File: src/sv/pft_pkg.sv
// shared constants and types for the polygon fan triangulator
package pft_pkg;

  localparam int MAX_INPUTS_DEF = 8;
  localparam int WORD_W         = 32;
  localparam int CFG_W          = 4;
  localparam int BANK_W         = 2;

  // bank numbers of the three tuple buffers in the tuple ram
  localparam logic [BANK_W-1:0] BANK_A = 2'd0;
  localparam logic [BANK_W-1:0] BANK_B = 2'd1;
  localparam logic [BANK_W-1:0] BANK_C = 2'd2;

  // corner select codes used while a triangle is read out
  localparam logic [1:0] CORNER_FIRST = 2'd0;
  localparam logic [1:0] CORNER_PREV  = 2'd1;
  localparam logic [1:0] CORNER_CUR   = 2'd2;

  typedef struct packed {
    logic              go;
    logic [BANK_W-1:0] bank_first;
    logic [BANK_W-1:0] bank_prev;
    logic [BANK_W-1:0] bank_cur;
    logic [WORD_W-1:0] tri_num;
  } emit_req_t;

endpackage

File: src/sv/pft_tuple_ram.sv
// tuple ram: one write port, one read port with registered read data
module pft_tuple_ram
  import pft_pkg::*;
#(
  parameter int DEPTH = 3 * MAX_INPUTS_DEF,
  parameter int AW    = $clog2(3 * MAX_INPUTS_DEF)
) (
  input  logic              clk,
  input  logic              wr_en,
  input  logic [AW-1:0]     wr_addr,
  input  logic [WORD_W-1:0] wr_data,
  input  logic              rd_en,
  input  logic [AW-1:0]     rd_addr,
  output logic [WORD_W-1:0] rd_data
);

  logic [WORD_W-1:0] mem [DEPTH];
  logic [WORD_W-1:0] rd_data_r;

  always_ff @(posedge clk) begin
    if (wr_en) begin
      mem[wr_addr] <= wr_data;
    end
  end

  always_ff @(posedge clk) begin
    if (rd_en) begin
      rd_data_r <= mem[rd_addr];
    end
  end

  assign rd_data = rd_data_r;

endmodule

File: src/sv/pft_emit_seq.sv
// triangle readout sequencer: walks first, previous and current tuple one word a cycle while out_stall allows
module pft_emit_seq
  import pft_pkg::*;
#(
  parameter int MAX_INPUTS = MAX_INPUTS_DEF,
  parameter int CW         = $clog2(MAX_INPUTS + 1),
  parameter int AW         = $clog2(3 * MAX_INPUTS)
) (
  input  logic              clk,
  input  logic              rst_n,
  input  emit_req_t         req,
  input  logic [CW-1:0]     n_eff,
  input  logic              out_stall,
  output logic              busy,
  output logic              rd_en,
  output logic [AW-1:0]     rd_addr,
  output logic              out_valid,
  output logic              out_last,
  output logic [WORD_W-1:0] out_tri
);

  logic              busy_r, busy_nxt;
  logic [1:0]        sel_r, sel_nxt;
  logic [CW-1:0]     pos_r, pos_nxt;
  logic [BANK_W-1:0] bank_first_r, bank_prev_r, bank_cur_r;
  logic [WORD_W-1:0] tri_r;
  logic              out_valid_r, out_valid_nxt;
  logic              last_r;
  logic [WORD_W-1:0] out_tri_r;
  logic [BANK_W-1:0] bank_sel;
  logic              word_last;
  logic              tri_last;

  // read when the output slot is empty or being taken this cycle
  assign rd_en     = busy_r && (!out_valid_r || !out_stall);
  assign word_last = (pos_r == n_eff - CW'(1));
  assign tri_last  = word_last && (sel_r == CORNER_CUR);

  always_comb begin
    case (sel_r)
      CORNER_FIRST: bank_sel = bank_first_r;
      CORNER_PREV:  bank_sel = bank_prev_r;
      CORNER_CUR:   bank_sel = bank_cur_r;
      default:      bank_sel = bank_cur_r;
    endcase
  end

  assign rd_addr = AW'(bank_sel) * AW'(MAX_INPUTS) + AW'(pos_r);

  always_comb begin
    busy_nxt      = busy_r;
    sel_nxt       = sel_r;
    pos_nxt       = pos_r;
    out_valid_nxt = out_valid_r;
    if (rd_en) begin
      out_valid_nxt = 1'b1;
      if (word_last) begin
        pos_nxt = '0;
        sel_nxt = sel_r + 2'd1;
        if (sel_r == CORNER_CUR) begin
          busy_nxt = 1'b0;
        end
      end else begin
        pos_nxt = pos_r + CW'(1);
      end
    end else if (out_valid_r && !out_stall) begin
      out_valid_nxt = 1'b0;
    end
    if (req.go && !busy_r) begin
      busy_nxt = 1'b1;
      sel_nxt  = CORNER_FIRST;
      pos_nxt  = '0;
    end
  end

  always_ff @(posedge clk) begin
    if (!rst_n) begin
      busy_r      <= 1'b0;
      sel_r       <= CORNER_FIRST;
      pos_r       <= '0;
      out_valid_r <= 1'b0;
    end else begin
      busy_r      <= busy_nxt;
      sel_r       <= sel_nxt;
      pos_r       <= pos_nxt;
      out_valid_r <= out_valid_nxt;
    end
  end

  always_ff @(posedge clk) begin
    if (req.go && !busy_r) begin
      bank_first_r <= req.bank_first;
      bank_prev_r  <= req.bank_prev;
      bank_cur_r   <= req.bank_cur;
      tri_r        <= req.tri_num;
    end
    if (rd_en) begin
      last_r    <= tri_last;
      out_tri_r <= tri_last ? tri_r : '0;
    end
  end

  assign busy      = busy_r;
  assign out_valid = out_valid_r;
  assign out_last  = last_r;
  assign out_tri   = out_tri_r;

endmodule

File: src/sv/polygon_fan_triangulator_unit.sv
// polygon fan triangulator: tuple collection, bank rotation and triangle readout
// start: an item that completes the third or later tuple of a polygon starts a triangle;
// busy is registered, then the ram read; then all 3*n words follow one per cycle (n = input_count)
// flow: items that emit nothing are accepted without stalling; triangle readout is bounded by
// the tuple ram's single read port; input stalls during readout, and out_stall holds the readout
// reset: synchronous active-low, clears counters, bank roles and input_count to 1; ram holds junk
module polygon_fan_triangulator_unit
  import pft_pkg::*;
#(
  parameter int MAX_INPUTS = MAX_INPUTS_DEF
) (
  input  logic              clk,
  input  logic              rst_n,
  input  logic              cfg_wr_en,
  input  logic [CFG_W-1:0]  cfg_wr_data,
  input  logic              in_valid,
  output logic              in_stall,
  input  logic [WORD_W-1:0] in_index_value,
  input  logic              in_polygon_start,
  output logic              out_valid,
  input  logic              out_stall,
  output logic [WORD_W-1:0] out_index_out,
  output logic [WORD_W-1:0] out_triangle_number,
  output logic              out_last_of_triangle
);

  localparam int CW = $clog2(MAX_INPUTS + 1);
  localparam int AW = $clog2(3 * MAX_INPUTS);
  localparam int XW = (CW > CFG_W + 1) ? CW : CFG_W + 1;

  logic [CFG_W-1:0]  cfg_r;
  logic [CW-1:0]     n_eff;
  logic [XW-1:0]     cfg_ext;
  logic [CW-1:0]     pos_r;
  logic [1:0]        seen_r;
  logic [BANK_W-1:0] first_bank_r, prev_bank_r, cur_bank_r;
  logic [WORD_W-1:0] tri_total_r;
  logic              in_acc;
  logic [CW-1:0]     pos_eff;
  logic [1:0]        seen_eff;
  logic              tuple_done;
  logic              emit_busy;
  emit_req_t         req;
  logic              rd_en;
  logic [AW-1:0]     rd_addr;
  logic [AW-1:0]     wr_addr;

  // zero counts as one, anything above the buffer size saturates
  assign cfg_ext = XW'(cfg_r);
  always_comb begin
    priority if (cfg_r == '0) begin
      n_eff = CW'(1);
    end else if (cfg_ext > XW'(MAX_INPUTS)) begin
      n_eff = CW'(MAX_INPUTS);
    end else begin
      n_eff = CW'(cfg_ext);
    end
  end

  assign in_stall = emit_busy;
  assign in_acc   = in_valid && !in_stall;

  always_comb begin
    pos_eff  = in_polygon_start ? '0 : pos_r;
    seen_eff = in_polygon_start ? 2'd0 : seen_r;
    if (pos_eff >= n_eff) begin
      pos_eff = '0;
    end
  end

  assign tuple_done = (pos_eff + CW'(1) == n_eff);
  assign wr_addr    = AW'(cur_bank_r) * AW'(MAX_INPUTS) + AW'(pos_eff);

  assign req.go         = in_acc && tuple_done && (seen_eff == 2'd2);
  assign req.bank_first = first_bank_r;
  assign req.bank_prev  = prev_bank_r;
  assign req.bank_cur   = cur_bank_r;
  assign req.tri_num    = tri_total_r + WORD_W'(1);

  always_ff @(posedge clk) begin
    if (!rst_n) begin
      cfg_r        <= CFG_W'(1);
      pos_r        <= '0;
      seen_r       <= 2'd0;
      first_bank_r <= BANK_A;
      prev_bank_r  <= BANK_B;
      cur_bank_r   <= BANK_C;
      tri_total_r  <= '0;
    end else if (cfg_wr_en) begin
      cfg_r  <= cfg_wr_data;
      pos_r  <= '0;
      seen_r <= 2'd0;
    end else if (in_acc) begin
      if (!tuple_done) begin
        pos_r  <= pos_eff + CW'(1);
        seen_r <= seen_eff;
      end else begin
        pos_r <= '0;
        // the finished tuple's bank takes its new role, the freed bank becomes current
        unique case (seen_eff)
          2'd0: begin
            first_bank_r <= cur_bank_r;
            cur_bank_r   <= first_bank_r;
            seen_r       <= 2'd1;
          end
          2'd1: begin
            prev_bank_r <= cur_bank_r;
            cur_bank_r  <= prev_bank_r;
            seen_r      <= 2'd2;
          end
          default: begin
            prev_bank_r <= cur_bank_r;
            cur_bank_r  <= prev_bank_r;
            seen_r      <= 2'd2;
            tri_total_r <= tri_total_r + WORD_W'(1);
          end
        endcase
      end
    end
  end

  pft_tuple_ram #(
    .DEPTH (3 * MAX_INPUTS),
    .AW    (AW)
  ) u_ram (
    .clk     (clk),
    .wr_en   (in_acc),
    .wr_addr (wr_addr),
    .wr_data (in_index_value),
    .rd_en   (rd_en),
    .rd_addr (rd_addr),
    .rd_data (out_index_out)
  );

  pft_emit_seq #(
    .MAX_INPUTS (MAX_INPUTS),
    .CW         (CW),
    .AW         (AW)
  ) u_emit (
    .clk       (clk),
    .rst_n     (rst_n),
    .req       (req),
    .n_eff     (n_eff),
    .out_stall (out_stall),
    .busy      (emit_busy),
    .rd_en     (rd_en),
    .rd_addr   (rd_addr),
    .out_valid (out_valid),
    .out_last  (out_last_of_triangle),
    .out_tri   (out_triangle_number)
  );

  // the three tuple buffers never share a bank
  a_banks_distinct: assert property (@(posedge clk) disable iff (!rst_n)
    (first_bank_r != prev_bank_r) && (first_bank_r != cur_bank_r) &&
    (prev_bank_r != cur_bank_r))
    else $error("tuple bank roles overlap");

  // a triangle request always starts the readout
  a_go_starts_emit: assert property (@(posedge clk) disable iff (!rst_n)
    req.go |=> emit_busy)
    else $error("triangle request did not start readout");

  // readout only begins after a polygon had two finished tuples
  a_emit_needs_two: assert property (@(posedge clk) disable iff (!rst_n)
    $rose(emit_busy) |-> $past(seen_r) == 2'd2 && $past(in_polygon_start) == 1'b0)
    else $error("readout started without two tuples");

  // non-final words carry a zero triangle number
  a_tri_zero: assert property (@(posedge clk) disable iff (!rst_n)
    (out_valid && !out_last_of_triangle) |-> (out_triangle_number == '0))
    else $error("triangle number on a non-final word");

endmodule
File: config.mk
export PLATFORM = sky130hd
export DESIGN_NAME = polygon_fan_triangulator_unit
export DESIGN_NICKNAME = d
export VERILOG_FILES = /design/src/sv/pft_pkg.sv /design/src/sv/pft_tuple_ram.sv /design/src/sv/pft_emit_seq.sv /design/src/sv/polygon_fan_triangulator_unit.sv
export SDC_FILE = /design/constraint.sdc
export NUM_CORES = 1
export LEC_CHECK = 0
export BUFFER_PORTS_ARGS = -buffer_cell sky130_fd_sc_hd__clkbuf_2
export CELL_PAD_IN_SITES_DETAIL_PLACEMENT = 0
export CELL_PAD_IN_SITES_GLOBAL_PLACEMENT = 1
export CORE_ASPECT_RATIO = 0.8
export CORE_MARGIN = 2
export CORE_UTILIZATION = 59
export CTS_BUF_LIST = sky130_fd_sc_hd__clkbuf_8 sky130_fd_sc_hd__clkbuf_16
export CTS_CLUSTER_SIZE = 28
export DETAILED_ROUTE_END_ITERATION = 7
export PLACE_DENSITY = 0.87
export REMOVE_ABC_BUFFERS = 1
export SLEW_MARGIN = 20
export SYNTH_ARGS = -nofsm -noshare
export SYNTH_HDL_FRONTEND = slang
export SYNTH_SLANG_ARGS = --single-unit
File: constraint.sdc
create_clock -name clk -period 13.95 [get_ports clk]
set_clock_uncertainty 0.15 [all_clocks]
set_input_delay 0.6975 -clock clk [delete_from_list [all_inputs] [get_ports clk]]
set_output_delay 0.6975 -clock clk [all_outputs]
set_load 0.02 [all_outputs]
Word-level counts from Yosys, hierarchy flattened
Memories as Yosys holds them, arrays and structs flattened. A register that Yosys moved wholly into a read port is not among the register bits.
Cells that the tools add are included.
{"block": "word_totals", "ff_bits": 127, "ram_bits": 768, "input_bits": 42, "output_inout_bits": 67, "n_memories": 1}
{"name": "u_ram.mem", "depth": 24, "word_bits": 32, "read_ports": 1, "rd_clocked_by_memory_dff": 1, "write_ports": 1, "line": "pft_tuple_ram.sv:17", "rtl": "logic [WORD_W-1:0] mem [DEPTH];"}
{"block": "op_classes", "add_sub_neg": 7, "order_cmp": 2, "eq_ne": 6, "mux": 19, "bitwise": 4, "n_reduce_logical": 27}
{"cell": "$add 32x1->32 const B", "n": 1}
{"cell": "$mux 4", "n": 6}
{"cell": "$reduce_and 4->1", "n": 3}
{"cell": "$add 5x4->5", "n": 2}
{"cell": "$add 4x1->4 const B", "n": 2}
{"cell": "$eq 4x4->1", "n": 2}
{"cell": "$mux 1", "n": 8}
{"cell": "$mux 2", "n": 4}
{"cell": "$reduce_bool 2->1", "n": 4}
{"cell": "$logic_and 1x1->1", "n": 7}
{"cell": "$reduce_and 3->1", "n": 2}
{"cell": "$reduce_or 2->1", "n": 3}
{"cell": "$eq 2x1->1 const B", "n": 2}
{"cell": "$eq 2x2->1 const B", "n": 2}
{"cell": "$ge 4x4->1", "n": 1}
{"cell": "$gt 4x4->1 const B", "n": 1}
{"cell": "$logic_not 2->1", "n": 2}
{"cell": "$logic_not 4->1", "n": 1}
{"cell": "$not 1->1", "n": 4}
{"cell": "$pmux 2 s2", "n": 1}
{"cell": "$sub 4x1->4 const B", "n": 1}
{"cell": "$logic_not 1->1", "n": 3}
{"cell": "$add 2x1->2 const B", "n": 1}
{"cell": "$reduce_and 2->1", "n": 1}
{"cell": "$logic_or 1x1->1", "n": 1}

Longest topological paths before layout
Gate-level depths: netlist of run 1.
{"block": "logic_depth", "depth_word": 12, "depth_mapped": 14, "depth_no_buf": 12}

Hierarchy
A second synthesis of run 1 with hierarchy kept.
{"block": "hier_totals", "hier_cells": 2096, "area_unflattened_um2": 36751.5}
{"mod": "pft_tuple_ram", "instances": 1, "cells_each": 1545, "area_each_um2": 30648.1, "seq_area_each_um2": 24023.0}
{"mod": "polygon_fan_triangulator_unit", "instances": 1, "cells_each": 381, "area_each_um2": 3139.3, "seq_area_each_um2": 960.9}
{"mod": "pft_emit_seq", "instances": 1, "cells_each": 170, "area_each_um2": 2964.1, "seq_area_each_um2": 2292.2}

Least setup slack after synthesis of run 1
OpenSTA, ideal clock, no wires.
{"block": "synth_path", "path_kind": "input-to-reg", "start": "input port in_polygon_start", "end": "memory u_ram.mem[12][0] (enable)", "setup_ps": 461, "arrival_time_ps": 4703, "slack_ps": 8636, "stages": 11, "path_buffers": 1, "cell_sequence": "clkbuf_1 nor2b_1 ha_1 o211ai_1 o21ai_2 and2b_1 ha_1 xor2_1 inv_1 nand3_1 nor3_1"}
{"block": "synth_between", "elab_chain_cells": 4}
{"element": "from (decl)", "line": "polygon_fan_triangulator_unit.sv:19", "rtl": "input logic in_polygon_start,"}
{"element": "$mux 4 *", "line": "polygon_fan_triangulator_unit.sv:64", "rtl": "pos_eff = in_polygon_start ? '0 : pos_r;"}
{"element": "$ge 4x4->1", "line": "polygon_fan_triangulator_unit.sv:66", "rtl": "if (pos_eff >= n_eff) begin"}
{"element": "$mux 4 *", "line": "polygon_fan_triangulator_unit.sv:66"}
{"element": "$add 5x4->5 *", "line": "polygon_fan_triangulator_unit.sv:72", "rtl": "assign wr_addr = AW'(cur_bank_r) * AW'(MAX_INPUTS) + AW'(pos_eff);"}
{"element": "to (decl)", "line": "pft_tuple_ram.sv:17"}
Mark *: on every way between the ends. The rest lies on a longest branch, timed or not.

Worst setup path after layout of run 1
{"block": "layout_path", "start": "register cfg_r[1]", "end": "memory u_ram.mem[15][30] (enable)"}
{"block": "layout_between", "elab_chain_cells": 6, "elab_cells_between_ends": 7, "cone_classes": "add/sub: 1; order compare: 2; mux: 3; reduce/logical: 1"}
{"element": "from (decl)", "line": "polygon_fan_triangulator_unit.sv:31", "rtl": "logic [CFG_W-1:0] cfg_r;"}
{"element": "from (signal assigned)", "line": "polygon_fan_triangulator_unit.sv:90", "rtl": "cfg_r <= cfg_wr_data;"}
{"element": "$gt 4x4->1", "line": "polygon_fan_triangulator_unit.sv:53", "rtl": "end else if (cfg_ext > XW'(MAX_INPUTS)) begin"}
{"element": "$mux 4", "line": "polygon_fan_triangulator_unit.sv:53"}
{"element": "$mux 4 *", "line": "polygon_fan_triangulator_unit.sv:51", "rtl": "priority if (cfg_r == '0) begin"}
{"element": "$ge 4x4->1 *", "line": "polygon_fan_triangulator_unit.sv:66"}
{"element": "$mux 4 *", "line": "polygon_fan_triangulator_unit.sv:66"}
{"element": "$add 5x4->5 *", "line": "polygon_fan_triangulator_unit.sv:72"}
Marks and branches as above.

==> qor.csv, run 1 <==
stage,metric,value,unit
status,outcome,completed,
power_and_ir_drop,leakagePower,12.86,nW
route,detailroute.via_count,18280,
clock_network,cts_hold_buf,0,
synthesis,synth-edff-count,871,
setup_path,cp-start-kind,flop,
synthesis,yosys.cell_count.top_type,edfxtp_1,
layout,flow.area_growth_from_synthesis,12.09,%
synthesis,syn_area_per_cell,20.46,µm²
clock_network,cts_tree,built,
clock_network,cts_buffers,85,
route,avgViaCountPerCell,6.638,
route,drt.antenna.violating_nets,0,
setup_path,critical_path.cell_chain,"o21ba_2, nor2_1, ha_1, nor3b_2, o21ai_2, and2b_1, ha_1, xor2_1, inv_1, nand3_1, nor2_1, and3_2",
floorplanning,die_extent_in_y,225.1,µm
synthesis,yosysSeqAreaShare,0.7568,
setup_path,worst-endpoint-arrival,4470,ps
synthesis,syn-instance-count,1762,
synthesis,synth_common_cells,"edfxtp_1 (871), mux4_2 (224), nor2_1 (79), a21oi_1 (69), clkbuf_1 (61)",
floorplanning,design.die.area,63090,µm²
synthesis,synthFlopType,edfxtp_1,
floorplanning,start_util,0.5927,
setup_path,cpPeakStageDelay,940,ps
timing,tcrit_tclk_final,0.3123,
setup_path,crit_fanout,32,
layout,multi_input_comb_area,8478,µm²
synthesis,synth_top_area_share,0.7257,
synthesis,yosysWarnings,0,
floorplanning,die_w,280.3,µm
synthesis,synth.area.top_cells,"edfxtp_1 (73%), mux4_2 (14%), dfxtp_1 (3.1%)",
timing,timing.max_slew.rel_slack,0.2382,
setup_path,slowest_stage,and3_2,
synthesis,synth_area,36040,µm²
placement,gpl.final_weighted_congestion,0.8798,
clock_network,clock_tree.htree_level_count,3,
clock_network,clk_path_buf_depth,3,
clock_network,root_buffer,clkbuf_16,
power_and_ir_drop,ir_drop,0.1027,mV
global_route,globalRouteOverflowTotal,0,
floorplanning,total_core_area,60810,µm²
timing,fin_setup_tns,0,ps
global_route,first_global_vias,18430,
power_and_ir_drop,power_density,135.7,nW/µm²
layout,layout-drive-gt1-share,0.2682,
route,drc,0,
route,wl_per_cell,30.09,µm
placement,placed_cell_area,37590,µm²
timing,transition_time_at_the_pin_with_the_least_slew_margin,1140,ps
layout,final-seq-area,27290,µm²
timing,maxClockFrequency,229.6,MHz
floorplanning,placement_rows,81,
synthesis,fraction_of_registers_with_async_set_or_reset_after_synthesis,0,
synthesis,synth.ff_latch_count,927,
global_route,antenna_found_initial,2,
global_route,grt_max_degree,122,
route,dr.max_layer_used,met5,
timing,timing.final.hold_violations,0,
synthesis,synth.lib_cells_used.distinct,57,
clock_network,cts_sinks,927,
clock_network,cts.clk_slew.worst_paths,60,ps
worst_hold_path,worst_hold_path_type,in -> reg,
route,wl_met3,7920,µm
timing,finalSetupViolations,0,
setup_path,worst_ep_required_time,14070,ps
layout,final_nets,1951,
floorplanning,floorplan.io_pins,109,
setup_path,critical_path.endpoint_type,flop,
setup_path,timing_worst_setup_path_type,reg -> reg,
clock_network,post_cts.repair.setup_buffers,0,
global_route,first_pass_grt_wire_length,121300,µm
timing,holdWs,149.6,ps
layout,fillerInstances,3805,
route,drt_initial_violations,2441,
placement,detailed_place_hpwl,43270,µm
timing,layout_min_cycle_time,4356,ps
clock_network,cts_resized,0,
synthesis,synth_top_cell_by_area,edfxtp_1,
route,m1WireLength,32750,µm
route,detail_route.first_pass.iterations,5,
global_route,groute.usage.overall,0.2672,
timing,slew_viol_final,0,
run,maxCapViolations,0,
layout,postLayoutCellArea,40400,µm²
route,finalWirelength,82860,µm
layout,fin_util,0.6644,
timing,grt_setup_unrepaired,no,
clock_network,worst_skew_pair.late_latency,660,ps
route,met2_wirelength,40200,µm
placement,io_buffer_count,108,
critical path, delay by kind of cell (launching register included):
kind / cells / cell delay [ps]
buffers and inverters: 1 / 90
flip-flops: 1 / 330
XOR/XNOR: 1 / 120
AND/OR/NAND/NOR: 6 / 2430
adder cells (fa/ha/maj): 2 / 470
AO/OA/AOI/OAI: 2 / 380
logic make-up after synthesis:
kind of cell               synth area share
buffers and inverters               0.01267
DFF                                  0.7568
adders and majority gates          0.004860
xor gates and xnor gates           0.009720
AOI/OAI and AO/OA                   0.02201
and+or+nand+nor                     0.04062
muxes                                0.1533
per-stage QoR:
stage,std cells,total power [mW],setup slack [ps]
finish,2754,5.484,9594
CTS,2751,5.501,9473
floorplan,1670,3.167,2279
detailed placement,2594,3.238,9203
global route,2753,5.615,9348
global placement,2591,3.230,9382
state kept, by name, indices dropped and copies added (netlist names), 2 cells and up:
name and count:
u_emit.sel_r 2, pos_r 4, u_ram.rd_data 32, u_emit.tri_r 32, u_emit.bank_cur_r 2, cur_bank_r 2, u_ram.mem 768, tri_total_r 32
u_emit.bank_prev_r 2, first_bank_r 2, prev_bank_r 2, u_emit.pos_r 4, seen_r 2, u_emit.bank_first_r 2, cfg_r 4, u_emit.out_tri 32
final timing paths:
check | startpoint | end | slack, ps | cells after the start
worst max-delay path | cfg_r[1] | u_ram.mem[15][30] | 9590 | 12
worst min-delay path | cfg_wr_data[3] | cfg_r[3] | 150 | 3
worst max register to register | cfg_r[1] | u_ram.mem[15][30] | 9590 | 12
worst min register to register | cfg_r[0] | cfg_r[0] | 330 | 2
area by class of cell:
class / count / share of cell area
Clock buffer: 89 / 0.05429
Timing Repair Buffer: 138 / 0.02128
Tap cell: 788 / 0.02440
Clock inverter: 68 / 0.01338
Antenna cell: 1 / 0.00006194
Multi-Input combinational cell: 729 / 0.2098
Sequential cell: 927 / 0.6754
Inverter: 14 / 0.001332
per-layer routing:
layer | track usage | vias up
li1 | - | 7539
met1 | 0.3800 | 9567
met2 | 0.4200 | 1023
met5 | 0 | -
met3 | 0.06583 | 148
met4 | 0.07538 | 4
cell usage in the layout (no fill, tap or decap), types with 7 or more instances in the layout:
| master | count |
|---|---|
| clkbuf_16 | 86 |
| nor2_4 | 16 |
| xnor2_1 | 29 |
| inv_1 | 33 |
| nand2_1 | 45 |
| o21ai_0 | 7 |
| clkinv_1 | 17 |
| dfxtp_1 | 53 |
| a21oi_1 | 69 |
| clkbuf_2 | 108 |
| buf_4 | 23 |
| or4_1 | 23 |
| nand2b_1 | 11 |
| o31ai_1 | 23 |
| nor2_1 | 63 |
| clkinv_2 | 16 |
| nand3_1 | 19 |
| and3_1 | 37 |
| xor2_1 | 10 |
| mux2i_1 | 47 |
| nand4_1 | 7 |
| bufinv_16 | 7 |
| mux4_2 | 224 |
| nor3_1 | 10 |
| edfxtp_1 | 871 |
| ha_1 | 13 |
report_power, final:
group	switching, mW	internal [mW]	leakage (nW)	total (mW)
clock	1.03	1.28	1.43	2.30
sequential	0.00642	3.05	8.46	3.06
combinational	0.0919	0.0314	2.97	0.123
Power figures use the tool's default switching activity.
==> inputs of run 2 (changes only) <==
- ABC_AREA: not set -> 1
- CORE_UTILIZATION: 59 -> 51
- PLACE_DENSITY: 0.87 -> 0.81
- clock period: 13.95 -> 4.1 ns (I/O delays scaled with it)
==> qor.csv, run 2 <==
stage,metric,value,unit,change
synthesis,synth_top_area_share,0.7088,,-0.01688
clock_network,cts_tree,built,,
clock_network,cts_sinks,927,,unchanged
floorplanning,floorplan.io_pins,109,,unchanged
synthesis,synth_common_cells,"edfxtp_1 (871), nor2_1 (462), o21ai_0 (314), nand2_1 (271), inv_1 (149)",,
synthesis,synth_area,36900,µm²,+2.4%
route,drc,0,,unchanged
clock_network,root_buffer,clkbuf_16,,
synthesis,largest_family_of_logic_cells_by_synthesized_area,compound AO/OA/AOI/OAI gates,,
placement,placedCellCount,3814,,+47%
setup_path,crit_fanout,40,,+25%
setup_path,timing_worst_setup_path_type,reg -> reg,,
layout,count_of_non_filler_cells_in_the_finished_layout,4028,,+46%
route,avgViaCountPerCell,5.884,,-11%
clock_network,clk_path_buf_depth,3,,unchanged
route,finalWirelength,88180,µm,+6.4%
synthesis,synth_top_cell_by_area,edfxtp_1,,
floorplanning,start_util,0.5132,,-0.07949
layout,layout-drive-gt1-share,0.1201,,-0.1481
layout,flow.area_growth_from_synthesis,14.59,%,
power_and_ir_drop,seqPwrFrac,0.556,,-0.002
timing,maxClockFrequency,264.9,MHz,+15%
timing,timing.final.hold_violations,0,,unchanged
global_route,first_global_vias,23170,,+26%
status,outcome,completed,,
placement,detailed_place_hpwl,47900,µm,+11%
route,drt.antenna.violating_nets,0,,unchanged
layout,largest_reg_flops,768,,unchanged
timing,slew_viol_final,0,,unchanged
timing,grt_setup_unrepaired,no,,
synthesis,syn-instance-count,2878,,+63%
layout,mostFrequentLayoutCell,edfxtp_1,,
synthesis,synth.area.top_cells,"edfxtp_1 (71%), nor2_1 (4.7%), o21ai_0 (4.3%)",,
timing,finalSetupViolations,0,,unchanged
synthesis,yosysSeqAreaShare,0.7392,,-0.01760
synthesis,synthAdderAreaFrac,0.004747,,-0.0001130
clock_network,cts.clk_slew.worst_paths,60,ps,about the same
setup_path,crit-reg2reg-launch,cfg_r[0],,
route,detailroute.via_count,23700,,+30%
synthesis,synth_xor_xnor_area_share,0.008307,,-0.001413
setup_path,worst-endpoint-arrival,4140,ps,-330 ps
setup_path,critical_path.startpoint,cfg_r[0],,
global_route,grt_max_degree,222,,+82%
timing,layout_min_cycle_time,3775,ps,-580.7 ps
floorplanning,placement_rows,88,,+8.6%
synthesis,synth_simple_gate_area_share,0.1039,,+0.06328
route,wl_per_cell,21.89,µm,-27%
power_and_ir_drop,comb_power_share,0.022,,about the same
power_and_ir_drop,power_report.internal_total,14.91,mW,+240%
setup_path,cp-start-kind,flop,,
synthesis,synthMuxAreaShare,0,,-0.1533
power_and_ir_drop,power_frac_clock,0.423,,+0.003
run,maxCapViolations,0,,unchanged
global_route,first_pass_grt_wire_length,134700,µm,+11%
clock_network,cts_buffers,89,,+4.7%
synthesis,synth-edff-count,871,,unchanged
floorplanning,die_extent_in_y,244.6,µm,+8.7%
timing,tcrit_tclk_final,0.9208,,+0.6086
route,detail_route.first_pass.iterations,5,,unchanged
power_and_ir_drop,power.total,18.69,mW,+240%
timing,transition_time_at_the_pin_with_the_least_slew_margin,1228,ps,+88.24 ps
setup_path,setup.reg_to_reg.worst_slack,320,ps,-9270 ps
placement,gpl.final_weighted_congestion,0.7937,,-9.8%
synthesis,synth.lib_cells_used.distinct,41,,-28%
synthesis,yosys.cell_count.top_type,edfxtp_1,,
floorplanning,design.die.area,74540,µm²,+18%
synthesis,synth.ff_latch_count,927,,unchanged
worst_hold_path,worst_hold_path_type,in -> reg,,
synthesis,synthFlopType,edfxtp_1,,
setup_path,critical_path.endpoint,seen_r[0],,
timing,fin_setup_tns,0,ps,unchanged
setup_path,timing.reg2reg.worst_path_depth,19,,+7
synthesis,yosysWarnings,0,,unchanged
layout,final_nets,3065,,+57%
global_route,globalRouteOverflowTotal,0,,unchanged
power_and_ir_drop,power_density,442.1,nW/µm²,+230%
setup_path,worst_r2r_endpoint,seen_r[0],,
floorplanning,die_w,304.7,µm,+8.7%
clock_network,clock_tree.htree_level_count,3,,unchanged
setup_path,worst_ep_required_time,4470,ps,-9600 ps
global_route,antenna_found_initial,2,,unchanged
clock_network,worst_skew_pair.late_latency,650,ps,about the same
layout,largest-register,u_ram.mem,,
synthesis,synth_compound_gate_area_share,0.1080,,+0.08595
clock_network,post_cts.repair.setup_buffers,0,,unchanged
power_and_ir_drop,power.share.switching,0.2026,,-0.002807
synthesis,fraction_of_registers_with_async_set_or_reset_after_synthesis,0,,unchanged
floorplanning,total_core_area,71900,µm²,+18%
layout,final_cell_mix,"edfxtp_1 (871), nor2_1 (437), o21ai_0 (314)",,
power_and_ir_drop,ir_drop,0.3975,mV,+290%
placement,io_buffer_count,108,,unchanged
power_and_ir_drop,leakagePower,14.64,nW,+14%
setup_path,critical_path.endpoint_type,flop,,
route,drt_initial_violations,2661,,+9.0%
power_and_ir_drop,net-switching-power,3.787,mW,+240%
global_route,groute.usage.overall,0.2340,,-0.03326
synthesis,syn_area_per_cell,12.82,µm²,-37%
timing,timing.max_slew.rel_slack,0.1812,,-0.05703
[run 2: changes by cell type in the layout (fill, tap and decap cells not counted), sizes merged, moves of 89 or more]
cell    before  now
mux4       224    0
nor2        79  471
o21ai        8  316
inv         40  173
nand2       45  274
o221ai       0   96
nand3       19  108
[run 2: logic make-up (layout without fill, tap and decap cells)]
group,Yosys count,in the layout
buf+inv,339,542
xor+xnor,35,35
flops,927,927
compound gates,649,649
fa+ha+maj,14,14
simple gates,914,914
other cells,0,2
[run 2: final cells by class]
class	instances	area (µm²)
clock inverters	70	499.2
clock buffers	93	2316
inverters	155	598.1
fillers	5545	29610
flip-flops and latches	927	27280
diodes	2	5.005
multi-input cells	1612	8489
well taps	945	1182
repair buffers	224	1909
[run 2: metal layers]
metal  part of all wire  vias to the layer above  GRT usage
met5                  0                        -          0
met4              0.030                        0    0.07892
met3              0.069                      165    0.03666
met2               0.46                      915     0.3697
met1               0.44                    11770     0.3343
li1                   -                    10850          -
[run 2: power by group through the flow]
stage,clock network [mW],logic [mW],registers (mW)
detailed placement,0,0.360,10.6
global route,8.39,0.449,10.4
finish,7.90,0.404,10.4
floorplan,0,0.154,10.6
global placement,0,0.347,10.6
CTS,8.02,0.399,10.4
[run 2: what timing repair did]
| action | in CTS | in global routing |
|---|---|---|
| setup endpoints to repair | 0 | 1 |
| resized for setup | 0 | 6 |
| hold endpoints to repair | 795 | 0 |
| hold buffers | 49 | 0 |
[run 2: per-stage QoR]
step                hold WS (ps)  utilization  cell area (µm²)  worst slack (ps)
floorplan                  139.1            -            36160            -13710
global placement           273.9       0.5419            38960             507.1
detailed placement         289.5       0.5419            38960             420.1
CTS                        34.92       0.5878            42260             70.95
global route               89.12       0.5881            42280             48.75
finish                     80.68       0.5881            42280             324.7
[run 2: how the worst min path moves through the flow]
| stage | startpoint | to | slack (ps) | depth (start not counted) |
|---|---|---|---|---|
| after floorplan | rst_n | cfg_r[0] | 140 | 1 |
| after global placement | cfg_wr_data[0] | cfg_r[0] | 270 | 3 |
| after detailed placement | cfg_wr_data[0] | cfg_r[0] | 290 | 3 |
| after CTS | in_polygon_start | pos_r[0] | 30 | 5 |
| after global routing | in_polygon_start | pos_r[0] | 90 | 5 |
| final | in_polygon_start | pos_r[0] | 80 | 5 |
[run 2: critical path: stages (launching register included)]
cell and delay (ps):
dfxtp_1 370, nor3_1 80, o21ai_2 210, inv_1 90, ha_1 300, nand2_1 60, inv_1 40, nand2_1 100
nand3_2 110, nor3_1 210, ha_1 300, xor2_1 180, nor2_2 150, nand3_1 140, nor2_4 150, buf_12 230
nor2_1 70, nor2_1 110, nor2_1 50, dlygate4sd3_1 550
==> inputs of run 3 (changes only) <==
- ABC_AREA: 1 -> not set
- CORE_UTILIZATION: 51 -> 55
- PLACE_DENSITY: 0.81 -> 0.82
- REMOVE_ABC_BUFFERS: 1 -> not set
==> qor.csv, run 3 (synthesis results as in run 1) <==
stage,metric,value,unit,change
clock_network,clock_tree.htree_level_count,3,,unchanged
placement,placedCellCount,2686,,-30%
floorplanning,start_util,0.5589,,+0.04565
global_route,antenna_found_initial,1,,-1
setup_path,slowest_stage,a21o_1,,
placement,gpl.final_weighted_congestion,0.8369,,+5.4%
power_and_ir_drop,power_density,450.9,nW/µm²,+2.0%
placement,detailed_place_hpwl,41130,µm,-14%
layout,mostFrequentLayoutCell,edfxtp_1,,
floorplanning,die_extent_in_y,233.0,µm,-4.8%
layout,layout-drive-gt1-share,0.2779,,+0.1578
floorplanning,total_core_area,64490,µm²,-10%
route,avgViaCountPerCell,6.122,,+4.0%
timing,maxClockFrequency,261.4,MHz,-1.3%
timing,fin_setup_tns,0,ps,unchanged
global_route,first_global_vias,18060,,-22%
floorplanning,design.die.area,67610,µm²,-9.3%
power_and_ir_drop,power.total,18.68,mW,-0.10%
clock_network,post_cts.repair.setup_buffers,0,,unchanged
setup_path,timing.reg2reg.worst_path_depth,12,,-7
clock_network,worst_skew_pair.late_latency,640,ps,about the same
route,drt.antenna.violating_nets,0,,unchanged
timing,layout_min_cycle_time,3825,ps,+49.90 ps
route,wl_per_cell,25.95,µm,+19%
setup_path,cp-start-kind,flop,,
route,detail_route.first_pass.iterations,5,,unchanged
clock_network,cts_buffers,89,,unchanged
layout,count_of_non_filler_cells_in_the_finished_layout,2894,,-28%
setup_path,critical_path.cell_chain,"o21ba_2, nor2_1, ha_1, nor3b_2, o21ai_2, and2b_1, ha_1, xor2_1, a21o_1, nor2_1, and3_2, buf_12",,
status,outcome,completed,,
clock_network,cts.clk_slew.worst_paths,60,ps,about the same
clock_network,root_buffer,clkbuf_16,,
clock_network,cts_sinks,927,,unchanged
timing,slew_viol_final,0,,unchanged
placement,io_buffer_count,108,,unchanged
setup_path,crit-reg2reg-launch,cfg_r[2],,
floorplanning,floorplan.io_pins,109,,unchanged
worst_hold_path,hold_start,in_index_value[9],,
timing,fin_ws,274.8,ps,-49.90 ps
clock_network,cts_resized,0,,unchanged
clock_network,cts_hold_buf,45,,-8.2%
placement,pre_cts_slack,330.9,ps,-89.14 ps
setup_path,critical_path.endpoint_type,flop,,
setup_path,worst_ep_required_time,4340,ps,-130 ps
floorplanning,die_w,290.2,µm,-4.8%
route,drt_initial_violations,1662,,-38%
worst_hold_path,worst_hold_path_type,in -> reg,,
layout,final_nets,2028,,-34%
floorplanning,placement_rows,83,,-5.7%
global_route,globalRouteOverflowTotal,0,,unchanged
synthesis,postSynthNetCount,1818,,
run,maxCapViolations,0,,unchanged
clock_network,cts_tree,built,,
layout,largest-register,u_ram.mem,,
global_route,first_pass_grt_wire_length,112800,µm,-16%
timing,grt_setup_unrepaired,no,,
layout,flow.area_growth_from_synthesis,14.91,%,
global_route,grt_max_degree,74,,-67%
global_route,groute.usage.overall,0.2255,,-0.008470
layout,final-seq-area,27290,µm²,about the same
setup_path,timing_worst_setup_path_type,reg -> reg,,
layout,largest_reg_flops,768,,unchanged
clock_network,clk_path_buf_depth,3,,unchanged
timing,tcrit_tclk_final,0.9330,,+0.01217
timing,finalSetupViolations,0,,unchanged
timing,timing.max_slew.rel_slack,0.2875,,+0.1064
layout,multi_input_comb_area,8476,µm²,-0.16%
setup_path,cpPeakStageDelay,440,ps,-110 ps
route,finalWirelength,75090,µm,-15%
route,detailroute.via_count,17720,,-25%
timing,transition_time_at_the_pin_with_the_least_slew_margin,1069,ps,-159.5 ps
layout,final_cell_mix,"edfxtp_1 (871), mux4_2 (224), clkbuf_2 (108)",,
layout,insertedDiodeCount,0,,-2
setup_path,crit_fanout,20,,-50%
route,drc,0,,unchanged
timing,timing.final.hold_violations,0,,unchanged
power_and_ir_drop,leakagePower,13.27,nW,-9.3%
power_and_ir_drop,ir_drop,0.3390,mV,-15%
setup_path,critical_path.startpoint,cfg_r[2],,
setup_path,worst-endpoint-arrival,4060,ps,-80 ps
layout,fillerInstances,4205,,-24%
worst_hold_path,timing.hold.worst_path_depth,1,,-4
==> run 3: cell count changes in the layout (fill, tap and decap cells not counted), sizes merged, moves of 40 or more <==
cell    before  now
and3         0   40
inv        173   35
mux2i        0   47
mux4         0  224
nand2      274   45
nand3      108   19
nor2       471   79
o21ai      316    8
o221ai      96    0
==> run 3: path summary, 6_finish.rpt <==
path | to | slack (ps)
worst max-delay path | u_ram.mem[11][23] | 270
worst max register to register | u_ram.mem[11][23] | 270
worst min-delay path | u_ram.mem[0][9] | 7
worst min register to register | u_emit.bank_first_r[1] | 320
==> run 3: final cells by class <==
cell class                      count  area share
Clock buffer                       91     0.05471
Clock inverter                     72     0.01278
Multi-Input combinational cell    729      0.2047
Tap cell                          850     0.02568
Timing Repair Buffer              211     0.04199
Sequential cell                   927      0.6589
Inverter                           14    0.001299
==> run 3: critical path: cells and delay by family (launching register included) <==
kind	cells	cell delay (ps)
compound gates	3	820
flops	1	340
buf+inv	1	230
xor+xnor	1	270
simple gates	5	1270
fa+ha+maj	2	470
==> run 3: power breakdown <==
group	internal, mW	total [mW]	switching (mW)
combinational	0.142	0.443	0.301
sequential	10.4	10.4	0.0188
clock	4.41	7.83	3.42
==> run 3: routing by layer <==
| layer | vias to the layer above | GRT usage | share of wire |
|---|---|---|---|
| met2 | 662 | 0.3645 | 0.49 |
| met4 | 2 | 0.06527 | 0.023 |
| met1 | 9240 | 0.3187 | 0.42 |
| li1 | 7693 | - | - |
| met5 | - | 0 | 0.00021 |
| met3 | 119 | 0.04270 | 0.068 |
==> run 3: through the flow <==
step	hold WS [ps]	instance area [µm²]	utilization
3_5_place_dp	300.3	38170	0.5919
6_report	7.217	41410	0.6422
2_1_floorplan	153.9	36050	-
4_1_cts	1.518	41410	0.6422
5_1_grt	59.24	41410	0.6422
3_3_place_gp	298.9	38170	0.5919
